==> src/design/assert_macros.svh <==
// Assertion macros shared by the PRESENT-80 unit modules.
// Expects clk_i and rst_ni in the scope of every use.
`ifndef ASSERT_MACROS_SVH
`define ASSERT_MACROS_SVH

// clocked check, off while reset is asserted
`define PRES_ASSERT(label, prop, msg) \
  label: assert property (@(posedge clk_i) disable iff (!rst_ni) prop) else $error(msg);

// implication form of the check above
`define PRES_ASSERT_IMP(label, pre, post, msg) \
  `PRES_ASSERT(label, (pre) |-> (post), msg)

`endif

==> src/design/pres_pkg.sv <==
// Shared types, constants and round functions of the PRESENT-80 unit.
// Used by pres_kexp, pres_round_cell and present80_block_cipher_unit.
`default_nettype none

package pres_pkg;

  localparam int unsigned NUM_ROUNDS = 31;
  localparam int unsigned ROUND_W    = 5;
  localparam int unsigned BLK_W      = 64;
  localparam int unsigned KEY_W      = 80;

  typedef enum logic {
    CMD_ENC = 1'b0,
    CMD_DEC = 1'b1
  } cmd_e;

  typedef enum logic [1:0] {
    KX_IDLE,
    KX_LOAD,
    KX_RUN
  } kx_state_e;

  // paddr[3] selects the register
  localparam logic REG_KEY_LOW  = 1'b0;
  localparam logic REG_KEY_HIGH = 1'b1;

  typedef struct packed {
    cmd_e               cmd;
    logic [BLK_W-1:0]   blk;
    logic [KEY_W-1:0]   key;
  } stage_t;

  localparam logic [3:0] SBOX [16] = '{
    4'hC, 4'h5, 4'h6, 4'hB, 4'h9, 4'h0, 4'hA, 4'hD,
    4'h3, 4'hE, 4'hF, 4'h8, 4'h4, 4'h7, 4'h1, 4'h2
  };

  localparam logic [3:0] SBOX_INV [16] = '{
    4'h5, 4'hE, 4'hF, 4'h8, 4'hC, 4'h1, 4'h2, 4'hD,
    4'hB, 4'h4, 4'h6, 4'h3, 4'h0, 4'h7, 4'h9, 4'hA
  };

  function automatic logic [BLK_W-1:0] sbox_layer(input logic [BLK_W-1:0] x);
    logic [BLK_W-1:0] r;
    r = '0;
    for (int n = 0; n < 16; n++) begin
      r[4*n +: 4] = SBOX[x[4*n +: 4]];
    end
    return r;
  endfunction

  function automatic logic [BLK_W-1:0] sbox_inv_layer(input logic [BLK_W-1:0] x);
    logic [BLK_W-1:0] r;
    r = '0;
    for (int n = 0; n < 16; n++) begin
      r[4*n +: 4] = SBOX_INV[x[4*n +: 4]];
    end
    return r;
  endfunction

  function automatic logic [BLK_W-1:0] perm_layer(input logic [BLK_W-1:0] x);
    logic [BLK_W-1:0] r;
    r = '0;
    for (int i = 0; i < 64; i++) begin
      r[16*(i%4) + i/4] = x[i];
    end
    return r;
  endfunction

  function automatic logic [BLK_W-1:0] perm_inv_layer(input logic [BLK_W-1:0] x);
    logic [BLK_W-1:0] r;
    r = '0;
    for (int i = 0; i < 64; i++) begin
      r[i] = x[16*(i%4) + i/4];
    end
    return r;
  endfunction

  function automatic logic [KEY_W-1:0] key_fwd(input logic [KEY_W-1:0] k,
                                               input logic [ROUND_W-1:0] rc);
    logic [KEY_W-1:0] t;
    t = {k[18:0], k[79:19]};
    t[79:76] = SBOX[t[79:76]];
    t[19:15] = t[19:15] ^ rc;
    return t;
  endfunction

  function automatic logic [KEY_W-1:0] key_inv(input logic [KEY_W-1:0] k,
                                               input logic [ROUND_W-1:0] rc);
    logic [KEY_W-1:0] t;
    t = k;
    t[19:15] = t[19:15] ^ rc;
    t[79:76] = SBOX_INV[t[79:76]];
    return {t[60:0], t[79:61]};
  endfunction

endpackage

`default_nettype wire

==> src/design/pres_round_cell.sv <==
// One cipher round with its key schedule step and a pipeline register.
// Encrypts or decrypts per request. Depends on pres_pkg.
`default_nettype none

module pres_round_cell (
  input  wire logic                         clk_i,
  input  wire logic                         rst_ni,
  input  wire logic [pres_pkg::ROUND_W-1:0] round_i,
  input  wire logic                         valid_i,
  input  wire pres_pkg::stage_t             data_i,
  output logic                              stall_o,
  output logic                              valid_o,
  output pres_pkg::stage_t                  data_o,
  input  wire logic                         stall_i
);

  `include "assert_macros.svh"

  logic                         valid_q, valid_d;
  pres_pkg::stage_t             data_q, data_d;
  logic [pres_pkg::BLK_W-1:0]   mixed;
  logic [pres_pkg::ROUND_W-1:0] rc_enc, rc_dec;

  always_comb begin
    mixed  = data_i.blk ^ data_i.key[79:16];
    rc_enc = round_i + pres_pkg::ROUND_W'(1);
    rc_dec = pres_pkg::ROUND_W'(pres_pkg::NUM_ROUNDS) - round_i;
    data_d.cmd = data_i.cmd;
    unique case (data_i.cmd)
      pres_pkg::CMD_ENC: begin
        data_d.blk = pres_pkg::perm_layer(pres_pkg::sbox_layer(mixed));
        data_d.key = pres_pkg::key_fwd(data_i.key, rc_enc);
      end
      pres_pkg::CMD_DEC: begin
        data_d.blk = pres_pkg::sbox_inv_layer(pres_pkg::perm_inv_layer(mixed));
        data_d.key = pres_pkg::key_inv(data_i.key, rc_dec);
      end
      default: begin
        data_d.blk = mixed;
        data_d.key = data_i.key;
      end
    endcase
  end

  assign stall_o = valid_q & stall_i;
  assign valid_d = stall_o ? valid_q : valid_i;
  assign valid_o = valid_q;
  assign data_o  = data_q;

  always_ff @(posedge clk_i or negedge rst_ni) begin
    if (!rst_ni) begin
      valid_q <= 1'b0;
    end else begin
      valid_q <= valid_d;
    end
  end

  always_ff @(posedge clk_i) begin
    if (valid_i && !stall_o) begin
      data_q <= data_d;
    end
  end

  `PRES_ASSERT_IMP(a_cell_hold, valid_q && stall_i, ##1 (valid_q && $stable(data_q)),
                   "round cell lost or changed a held request")

endmodule

`default_nettype wire

==> config.mk <==
export PLATFORM = sky130hd
export DESIGN_NAME = pres_round_cell
export DESIGN_NICKNAME = d
export VERILOG_FILES = /design/src/design/pres_pkg.sv /design/src/design/pres_round_cell.sv
export VERILOG_INCLUDE_DIRS = /design/src /design/src/design
export SDC_FILE = /design/constraint.sdc
export NUM_CORES = 1
export LEC_CHECK = 0
export BUFFER_PORTS_ARGS = -buffer_cell sky130_fd_sc_hd__buf_2
export CAP_MARGIN = 10
export CORE_ASPECT_RATIO = 2
export CORE_MARGIN = 2
export CORE_UTILIZATION = 30
export DETAILED_ROUTE_END_ITERATION = 16
export PLACE_DENSITY = 0.51
export SETUP_SLACK_MARGIN = 0.4
export SLEW_MARGIN = 20
export SYNTH_ARGS = -nofsm -noshare
export SYNTH_HDL_FRONTEND = slang
export SYNTH_SLANG_ARGS = --single-unit
export TNS_END_PERCENT = 5
==> constraint.sdc <==
create_clock -name clk_i -period 8.9 [get_ports clk_i]
set_input_delay 0.445 -clock clk_i [delete_from_list [all_inputs] [get_ports clk_i]]
set_output_delay 0.445 -clock clk_i [all_outputs]
set_load 0.1 [all_outputs]
==> results.sh <==
export IMPL_clk_transition_reported_paths_ns=0.07
export IMPL_first_pass_iters=8
export IMPL_netlist_area_um2=12220
export IMPL_tightestPinTransition_ns=1.130
export IMPL_post_synth_cell_area_avg_um2=10.83
export IMPL_place_port_buffers=300
export IMPL_dieArea_um2=42460
export IMPL_global_route_total_usage_across_every_layer=0.2224
export IMPL_timing_setup_critical_path_class="input port to flop"
export IMPL_synth_top_area_cell="edfxtp_1"
export IMPL_htree_levels=4
export IMPL_grt_overflow_total=0
export IMPL_grt_first_pass_wirelength_um=67230
export IMPL_period_minus_slack_ns=3.007
export IMPL_globalplace_congestion=0.9351
export IMPL_drc=0
export IMPL_clkLatencyLatePin_ns=0.46
export IMPL_crit_path_end_kind="flop"
export IMPL_seq_area_frac_synth=0.3584
export IMPL_power_density_cell_area_nw_per_um2=194.2
export IMPL_setup_repair_after_global_routing_missed_its_margin="false"
export IMPL_crit_chain="buf_2 > xnor2_1 > inv_1 > ha_1 > and3_1 > a2111oi_2 > buf_4 > a31o_2"
export IMPL_critical_path_max_fanout=9
export IMPL_max_cap_violations=0
export IMPL_core_region_area_um2=40210
export IMPL_critical_path_buf_inv_count=3
export IMPL_final_critical_path_setup_slack_ns=5.893
export IMPL_drv_slew=0
export IMPL_fin_tns_setup_ns=0
export IMPL_cts_sink_count=146
export IMPL_path_delay_family="compound AO/OA/AOI/OAI gates"
export IMPL_cts_max_path_buffers=2
export IMPL_placementRows=104
export IMPL_timing_critical_path_arrival_ns=3.34
export IMPL_critPathLaunchType="input port"
export IMPL_place_worst_setup_slack_ns=5.443
export IMPL_drt_first_iter_violations=585
export IMPL_finalHoldViolCount=0
export IMPL_wirelength_um=48350
export IMPL_post_cts_resized_instances=0
export IMPL_crit_required_ns=9.23
export IMPL_tritoncts="yes"
export IMPL_synth_area_leaders="edfxtp_1, ha_1, mux2_2"
export IMPL_syn_nets=1390
export IMPL_cts_setup_buffers=0
export IMPL_detail_route_wl_per_cell_um=24.49
export IMPL_yosysUniqueCellTypes=57
export IMPL_netlist_instances=1128
export IMPL_routed_via_density=5.213
export IMPL_clock_buffers_created_by_tritoncts=17
export IMPL_most_used_flip_flop_cell_after_synthesis="edfxtp_1"
export IMPL_leakagePower_nw=6.361
export IMPL_worst_case_vdd_ir_drop_v=0.0001553
export IMPL_dr_total_vias=10290
export IMPL_layout_drive_gt1_share=0.3613
export IMPL_grt_antenna_before_repair=2
export IMPL_report_final_setup_viol=0
export IMPL_synth_seq_cells=146
export IMPL_route_antenna_remaining_nets=0
export IMPL_fin_crit_sh=0.3379
export IMPL_first_global_vias=10180
export IMPL_grt_start_max_net_pins=80
export IMPL_io_pins=301
export IMPL_dpl_hpwl_um=39530
export IMPL_initial_utilization=0.3039
export IMPL_run_status="complete, no violations"
export IMPL_die_y_um=289.4
export IMPL_most_common_layout_cells="buf_2, edfxtp_1, ha_1"
export IMPL_cts_root_buffer="clkbuf_16"
export IMPL_final_worst_clock_skew_ns=0.009610
export IMPL_timing_max_slew_rel_slack=0.2439
export IMPL_fp_dieW_um=146.7
export IMPL_layout_commonest_cell="buf_2"
export IMPL_hold_class="input port to flop"
export IMPL_critical_path_slowest_cell="a2111oi_2"
export IMPL_area_growth_synth_to_final_pct=22.98
export IMPL_synth_top_area_frac=0.3564
export IMPL_ys_async_sr_fraction=0.006849
export IMPL_max_clock_freq_mhz=332.6
export IMPL_fillCellCount=4085
export IMPL_synth_enable_flop_cells=145
export IMPL_finish_net_count=1691
export IMPL_yosys_warnings=0
export IMPL_critical_path_max_stage_delay_ns=0.77
final timing paths:
kind / from / end / slack [ns] / depth (start not counted)
worst max-delay path: data_i[65] / data_o[140]$_DFFE_PP_ / 5.89 / 8
worst min-delay path: valid_i / valid_o$_DFFE_PN0N_ / 0.20 / 2
worst max register to register: valid_o$_DFFE_PN0N_ / data_o[137]$_DFFE_PP_ / 6.28 / 3
worst min register to register: valid_o$_DFFE_PN0N_ / valid_o$_DFFE_PN0N_ / 0.72 / 2
max in group asynchronous: rst_ni / valid_o$_DFFE_PN0N_ / 8.52 / 2
min in group asynchronous: rst_ni / valid_o$_DFFE_PN0N_ / 0.29 / 2
cell usage after synthesis, drive strengths merged (6+ instances only):
master / number
xnor2: 78
xor2: 33
clkinv: 7
o31ai: 17
a31oi: 9
mux4: 43
ha: 108
o311ai: 6
o211ai: 27
a31o: 9
buf: 9
inv: 108
nor3: 18
clkbuf: 36
mux2i: 40
mux2: 87
o21ai: 46
edfxtp: 145
and3: 11
nand3: 28
a21oi: 37
nor2: 64
a211oi: 26
o221ai: 6
nand2: 78
power breakdown:
part,leakage [nW],internal (mW),total [mW],switching (mW)
logic,4.68,0.375,1.31,0.933
clock network,0.283,0.415,0.749,0.334
registers,1.39,0.843,0.862,0.0188
total,6.36,1.63,2.92,1.29
sequential cells by signal, summed over array words and instances, names as in the netlist:
signal and cells:
valid_o 1, data_o 145
routing by layer:
metal | GRT usage | part of all wire
met3 | 0.03685 | 0.043
met2 | 0.4149 | 0.54
met4 | 0.1658 | 0.076
met5 | 0 | 0
met1 | 0.2191 | 0.34
worst reg2reg max path: cells and delay by family (launching register included):
kind	cells	cell delay [ns]
and+or+nand+nor	2	0.95
buffers and inverters	1	0.85
DFF	1	0.38
timing repair:
item / 4_1_cts / 5_1_grt
endpoints found under the setup margin: 0 / 0
hold buffers: 1 / 0
endpoints found under the hold margin: 1 / 0
final cells by class:
class,instances,area [um2],area share
multi-input cells,822,7249,0.4825
flip-flops and latches,146,4379,0.2914
repair buffers,327,1713,0.1140
well taps,530,663.1,0.04413
inverters,115,434.2,0.02889
clock buffers,17,425.4,0.02831
clock inverters,15,156.4,0.01041
diodes,2,5.005,0.0003331
logic make-up after synthesis:
family,synth area share
buf+inv,0.05008
flops,0.3584
simple gates,0.07711
mux,0.1928
fa+ha+maj,0.1106
compound gates,0.1206
xor+xnor,0.09032
stage by stage:
| stage | instance area [um2] | hold slack [ns] | instances | total power, mW | utilization |
|---|---|---|---|---|---|
| final | 15030 | 0.2029 | 1974 | 2.919 | 0.3737 |
| after detailed placement | 14420 | 0.2238 | 1939 | 2.191 | 0.3587 |
| after global placement | 14420 | 0.2211 | 1939 | 2.176 | 0.3585 |
| after CTS | 15010 | 0.1721 | 1972 | 2.955 | 0.3734 |
| after global routing | 15030 | 0.1930 | 1974 | 3.048 | 0.3737 |
| after floorplan | 12220 | 0.1494 | 1128 | 1.829 | - |
(Power assumes the default switching activity.)
