## config.mk

```make
export PLATFORM = sky130hd
export DESIGN_NAME = pres_kexp
export DESIGN_NICKNAME = d
export VERILOG_FILES = /design/src/design/pres_pkg.sv /design/src/design/pres_kexp.sv
export VERILOG_INCLUDE_DIRS = /design/src /design/src/design
export SDC_FILE = /design/constraint.sdc
export NUM_CORES = 1
export LEC_CHECK = 0
export BUFFER_PORTS_ARGS = -buffer_cell sky130_fd_sc_hd__buf_2
export CORE_MARGIN = 1.5
export CORE_UTILIZATION = 52
export CTS_CLUSTER_SIZE = 24
export DETAILED_ROUTE_END_ITERATION = 8
export HOLD_SLACK_MARGIN = 0.05
export PLACE_DENSITY = 0.85
export SETUP_SLACK_MARGIN = 0.5
export SYNTH_ARGS = -nofsm -noshare
export SYNTH_HDL_FRONTEND = slang
export SYNTH_SLANG_ARGS = --single-unit
```

## constraint.sdc

```tcl
create_clock -name clk_i -period 6 [get_ports clk_i]
set_input_delay 1.2 -clock clk_i [delete_from_list [all_inputs] [get_ports clk_i]]
set_output_delay 1.2 -clock clk_i [all_outputs]
set_load 0.005 [all_outputs]
```

## src/design/assert_macros.svh

```systemverilog
// Assertion macros shared by the PRESENT-80 unit modules.
// Expects clk_i and rst_ni in the scope of every use.
`ifndef ASSERT_MACROS_SVH
`define ASSERT_MACROS_SVH

// clocked check, off while reset is asserted
`define PRES_ASSERT(label, prop, msg) \
  label: assert property (@(posedge clk_i) disable iff (!rst_ni) prop) else $error(msg);

// implication form of the check above
`define PRES_ASSERT_IMP(label, pre, post, msg) \
  `PRES_ASSERT(label, (pre) |-> (post), msg)

`endif

```

## src/design/pres_pkg.sv

```systemverilog
// Shared types, constants and round functions of the PRESENT-80 unit.
// Used by pres_kexp, pres_round_cell and present80_block_cipher_unit.
`default_nettype none

package pres_pkg;

  localparam int unsigned NUM_ROUNDS = 31;
  localparam int unsigned ROUND_W    = 5;
  localparam int unsigned BLK_W      = 64;
  localparam int unsigned KEY_W      = 80;

  typedef enum logic {
    CMD_ENC = 1'b0,
    CMD_DEC = 1'b1
  } cmd_e;

  typedef enum logic [1:0] {
    KX_IDLE,
    KX_LOAD,
    KX_RUN
  } kx_state_e;

  // paddr[3] selects the register
  localparam logic REG_KEY_LOW  = 1'b0;
  localparam logic REG_KEY_HIGH = 1'b1;

  typedef struct packed {
    cmd_e               cmd;
    logic [BLK_W-1:0]   blk;
    logic [KEY_W-1:0]   key;
  } stage_t;

  localparam logic [3:0] SBOX [16] = '{
    4'hC, 4'h5, 4'h6, 4'hB, 4'h9, 4'h0, 4'hA, 4'hD,
    4'h3, 4'hE, 4'hF, 4'h8, 4'h4, 4'h7, 4'h1, 4'h2
  };

  localparam logic [3:0] SBOX_INV [16] = '{
    4'h5, 4'hE, 4'hF, 4'h8, 4'hC, 4'h1, 4'h2, 4'hD,
    4'hB, 4'h4, 4'h6, 4'h3, 4'h0, 4'h7, 4'h9, 4'hA
  };

  function automatic logic [BLK_W-1:0] sbox_layer(input logic [BLK_W-1:0] x);
    logic [BLK_W-1:0] r;
    r = '0;
    for (int n = 0; n < 16; n++) begin
      r[4*n +: 4] = SBOX[x[4*n +: 4]];
    end
    return r;
  endfunction

  function automatic logic [BLK_W-1:0] sbox_inv_layer(input logic [BLK_W-1:0] x);
    logic [BLK_W-1:0] r;
    r = '0;
    for (int n = 0; n < 16; n++) begin
      r[4*n +: 4] = SBOX_INV[x[4*n +: 4]];
    end
    return r;
  endfunction

  function automatic logic [BLK_W-1:0] perm_layer(input logic [BLK_W-1:0] x);
    logic [BLK_W-1:0] r;
    r = '0;
    for (int i = 0; i < 64; i++) begin
      r[16*(i%4) + i/4] = x[i];
    end
    return r;
  endfunction

  function automatic logic [BLK_W-1:0] perm_inv_layer(input logic [BLK_W-1:0] x);
    logic [BLK_W-1:0] r;
    r = '0;
    for (int i = 0; i < 64; i++) begin
      r[i] = x[16*(i%4) + i/4];
    end
    return r;
  endfunction

  function automatic logic [KEY_W-1:0] key_fwd(input logic [KEY_W-1:0] k,
                                               input logic [ROUND_W-1:0] rc);
    logic [KEY_W-1:0] t;
    t = {k[18:0], k[79:19]};
    t[79:76] = SBOX[t[79:76]];
    t[19:15] = t[19:15] ^ rc;
    return t;
  endfunction

  function automatic logic [KEY_W-1:0] key_inv(input logic [KEY_W-1:0] k,
                                               input logic [ROUND_W-1:0] rc);
    logic [KEY_W-1:0] t;
    t = k;
    t[19:15] = t[19:15] ^ rc;
    t[79:76] = SBOX_INV[t[79:76]];
    return {t[60:0], t[79:61]};
  endfunction

endpackage

`default_nettype wire

```

## src/design/pres_kexp.sv

```systemverilog
// Key expander: walks the schedule 31 steps after reset or a key write
// to find the last round key register. Depends on pres_pkg.
`default_nettype none

module pres_kexp (
  input  wire logic                      clk_i,
  input  wire logic                      rst_ni,
  input  wire logic                      key_wr_i,
  input  wire logic [pres_pkg::KEY_W-1:0] key_i,
  output logic                           busy_o,
  output logic [pres_pkg::KEY_W-1:0]     last_key_o
);

  `include "assert_macros.svh"

  pres_pkg::kx_state_e             state_q, state_d;
  logic [pres_pkg::ROUND_W-1:0]    cnt_q, cnt_d;
  logic [pres_pkg::KEY_W-1:0]      work_q, work_d;

  always_comb begin
    state_d = state_q;
    if (key_wr_i) begin
      state_d = pres_pkg::KX_LOAD;
    end else begin
      unique case (state_q)
        pres_pkg::KX_IDLE: state_d = pres_pkg::KX_IDLE;
        pres_pkg::KX_LOAD: state_d = pres_pkg::KX_RUN;
        pres_pkg::KX_RUN: begin
          if (cnt_q == pres_pkg::ROUND_W'(pres_pkg::NUM_ROUNDS)) begin
            state_d = pres_pkg::KX_IDLE;
          end
        end
        default: state_d = pres_pkg::KX_LOAD;
      endcase
    end
  end

  always_comb begin
    busy_o     = (state_q != pres_pkg::KX_IDLE);
    last_key_o = work_q;
  end

  always_comb begin
    cnt_d  = cnt_q;
    work_d = work_q;
    unique case (state_q)
      pres_pkg::KX_LOAD: begin
        work_d = key_i;
        cnt_d  = pres_pkg::ROUND_W'(1);
      end
      pres_pkg::KX_RUN: begin
        work_d = pres_pkg::key_fwd(work_q, cnt_q);
        cnt_d  = cnt_q + pres_pkg::ROUND_W'(1);
      end
      default: begin
        cnt_d  = cnt_q;
        work_d = work_q;
      end
    endcase
  end

  always_ff @(posedge clk_i or negedge rst_ni) begin
    if (!rst_ni) begin
      state_q <= pres_pkg::KX_LOAD;
      cnt_q   <= '0;
    end else begin
      state_q <= state_d;
      cnt_q   <= cnt_d;
    end
  end

  always_ff @(posedge clk_i) begin
    work_q <= work_d;
  end

  `PRES_ASSERT_IMP(a_kexp_full_walk, $fell(busy_o) && !$past(key_wr_i),
                   $past(cnt_q) == pres_pkg::ROUND_W'(pres_pkg::NUM_ROUNDS),
                   "key expander left run before the last step")

endmodule

`default_nettype wire

```

==> results.txt, run 1 <==
----------------------------------------------------
[Clock tree]
  Clock slew seen by the registers of the worst setup and hold paths ... around 0.09 ns
  Cell chosen for the clock root ... sky130_fd_sc_hd__clkbuf_8
  Max clock buf depth ... 2
  TritonCTS Sinks ... just under 90
  CTS tree ... built
  Latest clock arrival within the worst-skew pair ... roughly 0.34 ns
  CTS H-tree depth ... 3
  Num CTS Buffers ... 9
  Post-CTS Setup Inserts ... 0
  Post_cts resized ... 0
  Number of hold-repair buffers added at the cts stage ... 0

[GRT]
  Global-route wire length before repair ... about 13000 um
  Final global-route overflow total ... 0
  Number of antenna violations at the first check in global routing ... 0
  Pin count of the biggest net entering global routing ... 96
  Total routing resource utilization after global routing ... 0.2057
  Vias in the first global route ... 2640

[STA]
  Final Hold Violating Endpoints ... 0
  Pin slew with the least headroom to its limit ... 1.138 ns
  Setup repair after global routing missed its margin ... false
  Count of endpoints failing setup in the final report ... 0
  Slew Limit Headroom ... 0.2416
  Total count of max-transition violations in the final report ... 0
  Final worst-path cycle share ... 0.4196
  Aggregate negative setup slack ... 0 ns
  Minimum clock period ... around 2.5 ns
  Peak Freq ... 397.2 MHz
  Skew final ... between 0.008 and 0.009 ns
  Worst-case hold slack ... 0.5696 ns

[Synthesis]
  Post-synthesis cell type count ... 31
  Synthesized-area fraction occupied by xor and xnor cells ... 0.01313
  Most used flip-flop cell after synthesis ... sky130_fd_sc_hd__edfxtp_1
  Net count of the mapped netlist ... roughly 340
  Combinational family with the most area after synthesis ... multiplexers
  Simple-gate share of the synthesized area ... 0.03096
  Synthesized netlist cell count ... about 250
  Post-synthesis register bit count ... 87
  Cell area after synthesis ... 4001 um^2
  Total of warnings raised by yosys ... 0
  Average cell area after synthesis ... approximately 16 um^2
  Share of cell area taken by muxes after synthesis ... 0.2101
  Adder-Cell Fraction of Synth Area ... 0.03440
  Area fraction in compound gates after synthesis ... 0.03377
  Number of enable flip-flop cells after synthesis ... 80
  Sequential element share of the synthesized area ... 0.6445
  Proportion of synthesized flip-flops having asynchronous set or reset ... 0.08046

[Cells and area]
  Share of layout cells above drive strength 1 ... 0.6106
  Synthesis-to-layout area growth ... 26.89%
  Fillcell total ... about 560
  Leading cell type in the layout, fill and taps excluded ... sky130_fd_sc_hd__buf_2
  Highest-count cells in the layout ignoring fill and taps ... sky130_fd_sc_hd__buf_2, sky130_fd_sc_hd__edfxtp_1, sky130_fd_sc_hd__mux2_2
  Total inserted antenna cells ... 0
  Layout net count ... 505

[Placement]
  HPWL after DPL ... around 5700 um
  Last weighted congestion value of the routability-driven placer ... ~0.82
  IO Port Bufs ... 163

[Worst setup path]
  WS Path Type ... flip-flop to primary output
  Delay of the slowest cell on the worst path ... between 0.5 and 0.6 ns
  Kind of start point of the critical path ... flip-flop
  Largest delay contributor family on the critical path ... flip-flops
  Capturing element type of the critical path ... primary output
  Required time at the endpoint of the critical path ... 4.80 ns
  Critical path's most frequent cell ... sky130_fd_sc_hd__inv_1
  Slowest stage cell, crit path ... sky130_fd_sc_hd__dfstp_2
  Data arrival time of the critical path ... about 1.3 ns
  Chain of cells forming the critical path ... inv_1, ha_4, inv_1, buf_2
  Crit path buffers/inverters ... 3
  Largest fanout of any net on the critical path ... 4

[Floorplan]
  X dimension of the die ... ~90 um
  Starting density of the core ... 0.5458
  Die outline area ... 8230 um^2
  Number of cell rows ... 31
  Height of the die ... between 90 and 100 um
  I/O pins ... 164
  Area of the core region ... ~7300 um^2

[Power and ir drop]
  Worst voltage drop across the vdd grid ... 0.1794 mV
  Total power per unit cell area ... about 310 nW/um^2
  Standby leakage power ... between 2 and 2.5 nW

[Detailed routing]
  Number of optimization iterations in the first detailed-route pass ... 4
  Number of vias per cell after detailed routing ... slightly above 5
  Number of remaining DRC errors ... 0
  Routed length per instance ... ~16 um
  Wire length reported by the detailed router ... ~8400 um
  Routed Antenna Nets ... 0
  Total via count in the routed design ... around 2600
  Initial detailed-routing violation count ... 121

[Hold path]
  Class of the tightest hold or removal check ... flip-flop to flip-flop

[Flow run]
  MaxCap Viol Count ... 0

[Status]
  Outcome ... complete, no violations

----------------------------------------------------
## layout make-up
cell class	count	area (um^2)	share of cell area
clock buffers	10	127.6	0.02514
clock inverters	6	67.56	0.01331
well taps	99	123.9	0.02440
flip-flops and latches	87	2579	0.5079
inverters	11	41.29	0.008132
repair buffers	164	823.3	0.1621
multi-input cells	138	1315	0.2590
## registers in the layout (all words and copies together), names as in the netlist
name        count
cnt_q           5
last_key_o     80
state_q         2
## cell usage after synthesis (2+ instances only)
| master | instances | area share |
|---|---|---|
| sky130_fd_sc_hd__xnor2_1 | 6 | 0.013 |
| sky130_fd_sc_hd__edfxtp_1 | 80 | 0.60 |
| sky130_fd_sc_hd__nand3_1 | 4 | 0.0050 |
| sky130_fd_sc_hd__nor3b_1 | 2 | 0.0038 |
| sky130_fd_sc_hd__mux2_2 | 72 | 0.20 |
| sky130_fd_sc_hd__dfrtp_1 | 6 | 0.038 |
| sky130_fd_sc_hd__buf_2 | 7 | 0.0088 |
| sky130_fd_sc_hd__buf_6 | 4 | 0.011 |
| sky130_fd_sc_hd__a21oi_1 | 8 | 0.010 |
| sky130_fd_sc_hd__o2111ai_1 | 2 | 0.0044 |
| sky130_fd_sc_hd__nand2_1 | 4 | 0.0038 |
| sky130_fd_sc_hd__ha_1 | 11 | 0.034 |
| sky130_fd_sc_hd__o21ai_0 | 3 | 0.0038 |
| sky130_fd_sc_hd__nor2_1 | 9 | 0.0084 |
| sky130_fd_sc_hd__nand2b_1 | 2 | 0.0031 |
| sky130_fd_sc_hd__inv_1 | 10 | 0.0094 |
| sky130_fd_sc_hd__o311ai_1 | 3 | 0.0066 |
| sky130_fd_sc_hd__mux2i_1 | 3 | 0.0075 |
## report_power, final
part	leakage, nW	internal (mW)	switching, mW
clock network	0.0949	0.195	0.210
logic	1.14	0.148	0.149
registers	0.877	0.796	0.0600
## layer usage
metal | routed length (um) | vias up | GRT usage
li1 | - | 1261 | -
met2 | 4151 | 120 | 0.3465
met4 | 140 | 0 | 0.07804
met1 | 3516 | 1237 | 0.2587
met5 | 0 | - | 0
met3 | 623 | 13 | 0.04545
## stage by stage
stage | utilization | power, mW | worst slack (ns) | cells | cell area (um^2)
after CTS | 0.6926 | 1.569 | 3.461 | 515 | 5077
after global routing | 0.6926 | 1.634 | 3.406 | 515 | 5077
after global placement | 0.6660 | 1.156 | 3.782 | 499 | 4882
final | 0.6926 | 1.558 | 3.483 | 515 | 5077
after floorplan | - | 1.016 | 2.763 | 249 | 4001
after detailed placement | 0.6660 | 1.166 | 3.711 | 499 | 4882
## worst paths after layout
kind / from / to / slack (ns) / depth (start not counted)
worst max-delay path: state_q[0] / busy_o / 3.48 / 4
worst min-delay path: last_key_o[73] / last_key_o[54] / 0.57 / 1
worst max register to register: state_q[0] / last_key_o[78] / 3.66 / 5
worst min register to register: last_key_o[73] / last_key_o[54] / 0.57 / 1
max in group asynchronous: rst_ni / state_q[0] / 5.09 / 1
min in group asynchronous: rst_ni / state_q[1] / 0.68 / 1
## cells by family (layout without fill, tap and decap cells)
| group | count (synthesis) | in the layout |
|---|---|---|
| compound gates | 21 | 21 |
| fa+ha+maj | 11 | 11 |
| simple gates | 25 | 25 |
| xor+xnor | 6 | 6 |
| buf+inv | 24 | 191 |
| flops | 87 | 87 |
| mux | 75 | 75 |
(Power assumes the default switching activity.)
==> run 2: changes to the inputs <==
CORE_UTILIZATION = 44   (was 52)
PLACE_DENSITY = 0.77   (was 0.85)
clock period = 2 ns   (was 6 ns; I/O delays follow)
==> results.txt, run 2 (synthesized netlist as in run 1, its figures left out) <==
----------------------------------------------------
[Cells and area]
  Max reg flops ... 80
  Leading cell type in the layout, fill and taps excluded ... sky130_fd_sc_hd__buf_2
  Fillcell total ... between 600 and 700
  Synthesis-to-layout area growth ... 50.94%
  Total inserted antenna cells ... 0
  Layout Cell Area excl Fill ... 6040 um^2
  Layout net count ... approximately 560
  Highest-count cells in the layout ignoring fill and taps ... sky130_fd_sc_hd__buf_2, sky130_fd_sc_hd__edfxtp_1, sky130_fd_sc_hd__mux2_2
  Share of layout cells above drive strength 1 ... 0.7002

[Floorplan]
  Die outline area ... 9675 um^2
  Area of the core region ... between 8000 and 9000 um^2
  Starting density of the core ... 0.4566
  X dimension of the die ... between 90 and 100 um
  Number of cell rows ... 34
  Height of the die ... slightly below 100 um
  I/O pins ... between 150 and 200

[STA]
  Slew Limit Headroom ... 0.7843
  Minimum clock period ... roughly 1.7 ns
  Count of endpoints failing setup in the final report ... 0
  Aggregate negative setup slack ... 0 ns
  Pin slew with the least headroom to its limit ... approximately 0.32 ns
  Final worst-path cycle share ... 0.8363
  Setup repair after global routing missed its margin ... true
  Final Hold Violating Endpoints ... 0
  Skew final ... a little under 0.01 ns
  Total count of max-transition violations in the final report ... 0
  Peak Freq ... approximately 600 MHz

[GRT]
  Vias in the first global route ... approximately 3000
  Global-route wire length before repair ... between 15000 and 20000 um
  Number of antenna violations at the first check in global routing ... 0
  Pin count of the biggest net entering global routing ... 22
  Total routing resource utilization after global routing ... 0.2078
  Final global-route overflow total ... 0

[Placement]
  Last weighted congestion value of the routability-driven placer ... 0.7647
  Cell Area, Placed ... 5017 um^2
  HPWL after DPL ... ~6300 um
  IO Port Bufs ... ~160

[Worst setup path]
  Chain of cells forming the critical path ... inv_4, ha_4, buf_6, buf_6, buf_8, mux2_2
  Required time at the endpoint of the critical path ... roughly 2.1 ns
  Capturing element type of the critical path ... flip-flop
  WS Path Type ... flip-flop to flip-flop
  Largest fanout of any net on the critical path ... 6
  Slowest stage cell, crit path ... sky130_fd_sc_hd__dfstp_2
  Kind of start point of the critical path ... flip-flop
  Delay of the slowest cell on the worst path ... approximately 0.57 ns
  Data arrival time of the critical path ... ~1.8 ns
  Critical path's most frequent cell ... sky130_fd_sc_hd__buf_6

[Clock tree]
  CTS tree ... built
  Clock slew seen by the registers of the worst setup and hold paths ... 0.10 ns
  Cell chosen for the clock root ... sky130_fd_sc_hd__clkbuf_8
  Max clock buf depth ... 2
  TritonCTS Sinks ... between 80 and 90
  CTS H-tree depth ... 3
  Latest clock arrival within the worst-skew pair ... around 0.35 ns
  Num CTS Buffers ... 9

[Detailed routing]
  Total via count in the routed design ... between 2000 and 3000
  Number of vias per cell after detailed routing ... about 5.2
  Wire length reported by the detailed router ... approximately 11000 um
  Number of optimization iterations in the first detailed-route pass ... 4
  Routed Antenna Nets ... 0
  Routed length per instance ... 18.54 um
  Number of remaining DRC errors ... 0
  Initial detailed-routing violation count ... approximately 110

[Power and ir drop]
  Total power per unit cell area ... 865.5 nW/um^2
  Standby leakage power ... between 2 and 3 nW
  Worst voltage drop across the vdd grid ... around 0.48 mV

[Hold path]
  Class of the tightest hold or removal check ... input port to flip-flop

[Flow run]
  MaxCap Viol Count ... 0

[Status]
  Outcome ... complete, no violations

----------------------------------------------------
[run 2: cell count changes in the layout (fill, tap and decap cells not counted), moves of 3 or more]
cell	change
sky130_fd_sc_hd__buf_12	+7
sky130_fd_sc_hd__buf_16	+7
sky130_fd_sc_hd__buf_2	-3
sky130_fd_sc_hd__buf_4	+16
sky130_fd_sc_hd__buf_6	+11
sky130_fd_sc_hd__buf_8	+3
sky130_fd_sc_hd__clkbuf_16	+9
sky130_fd_sc_hd__ha_1	-3
sky130_fd_sc_hd__ha_4	+3
sky130_fd_sc_hd__inv_1	-4
sky130_fd_sc_hd__inv_2	+3
sky130_fd_sc_hd__nor2_1	-4
[run 2: layer usage]
layer	up-vias	wire length (um)	GRT usage
met3	26	561	0.04724
met4	0	264	0.08234
met5	-	0	0
met1	1446	4448	0.2567
li1	1366	-	-
met2	129	5387	0.3535
[run 2: final cells by class]
| class | instances | area (um^2) | area share |
|---|---|---|---|
| Clock buffer | 9 | 123.9 | 0.02051 |
| Sequential cell | 87 | 2581 | 0.4274 |
| Tap cell | 108 | 135.1 | 0.02237 |
| Inverter | 11 | 43.79 | 0.007251 |
| Multi-Input combinational cell | 138 | 1434 | 0.2374 |
| Timing Repair Buffer | 215 | 1665 | 0.2757 |
| Clock inverter | 7 | 56.30 | 0.009323 |
[run 2: through the flow]
step	utilization	worst slack, ns	instances	hold WS (ns)	power, mW
finish	0.6892	0.3274	575	0.2292	5.227
global route	0.6892	0.3100	575	0.1962	5.471
CTS	0.6539	0.3321	564	0.2177	5.000
detailed placement	0.5725	0.2470	515	0.2486	3.574
global placement	0.5725	0.2635	515	0.2400	3.542
floorplan	-	-0.07112	249	0.1044	3.059
[run 2: report_power, final]
group	total (mW)	switching, mW	internal (mW)
Clock	1.16	0.691	0.466
Combinational	1.53	0.646	0.884
Sequential	2.54	0.161	2.38
[run 2: final timing paths]
| kind | startpoint | end | slack [ns] | cells after the start |
|---|---|---|---|---|
| setup / recovery | state_q[0] | last_key_o[57] | 0.33 | 6 |
| hold / removal | key_wr_i | state_q[1] | 0.23 | 2 |
| setup reg to reg | state_q[0] | last_key_o[57] | 0.33 | 6 |
| hold reg to reg | last_key_o[50] | last_key_o[31] | 0.58 | 1 |
| max in group asynchronous | rst_ni | state_q[0] | 1.36 | 2 |
| min in group asynchronous | rst_ni | state_q[1] | 0.42 | 2 |
[run 2: critical path, delay by kind of cell (launching register included)]
family | cells | cell delay [ns]
fa+ha+maj | 1 | 0.17
flops | 1 | 0.57
buf+inv | 4 | 0.41
mux | 1 | 0.27
[run 2: what timing repair did]
| item | 4_1_cts | 5_1_grt |
|---|---|---|
| endpoints found under the hold margin | 6 | 0 |
| buffers inserted | 26 | 0 |
| pin swaps | 9 | 3 |
| endpoints found under the setup margin | 159 | 151 |
| resized for setup | 35 | 15 |
| gates cloned | 6 | 11 |
| hold buffers | 1 | 0 |
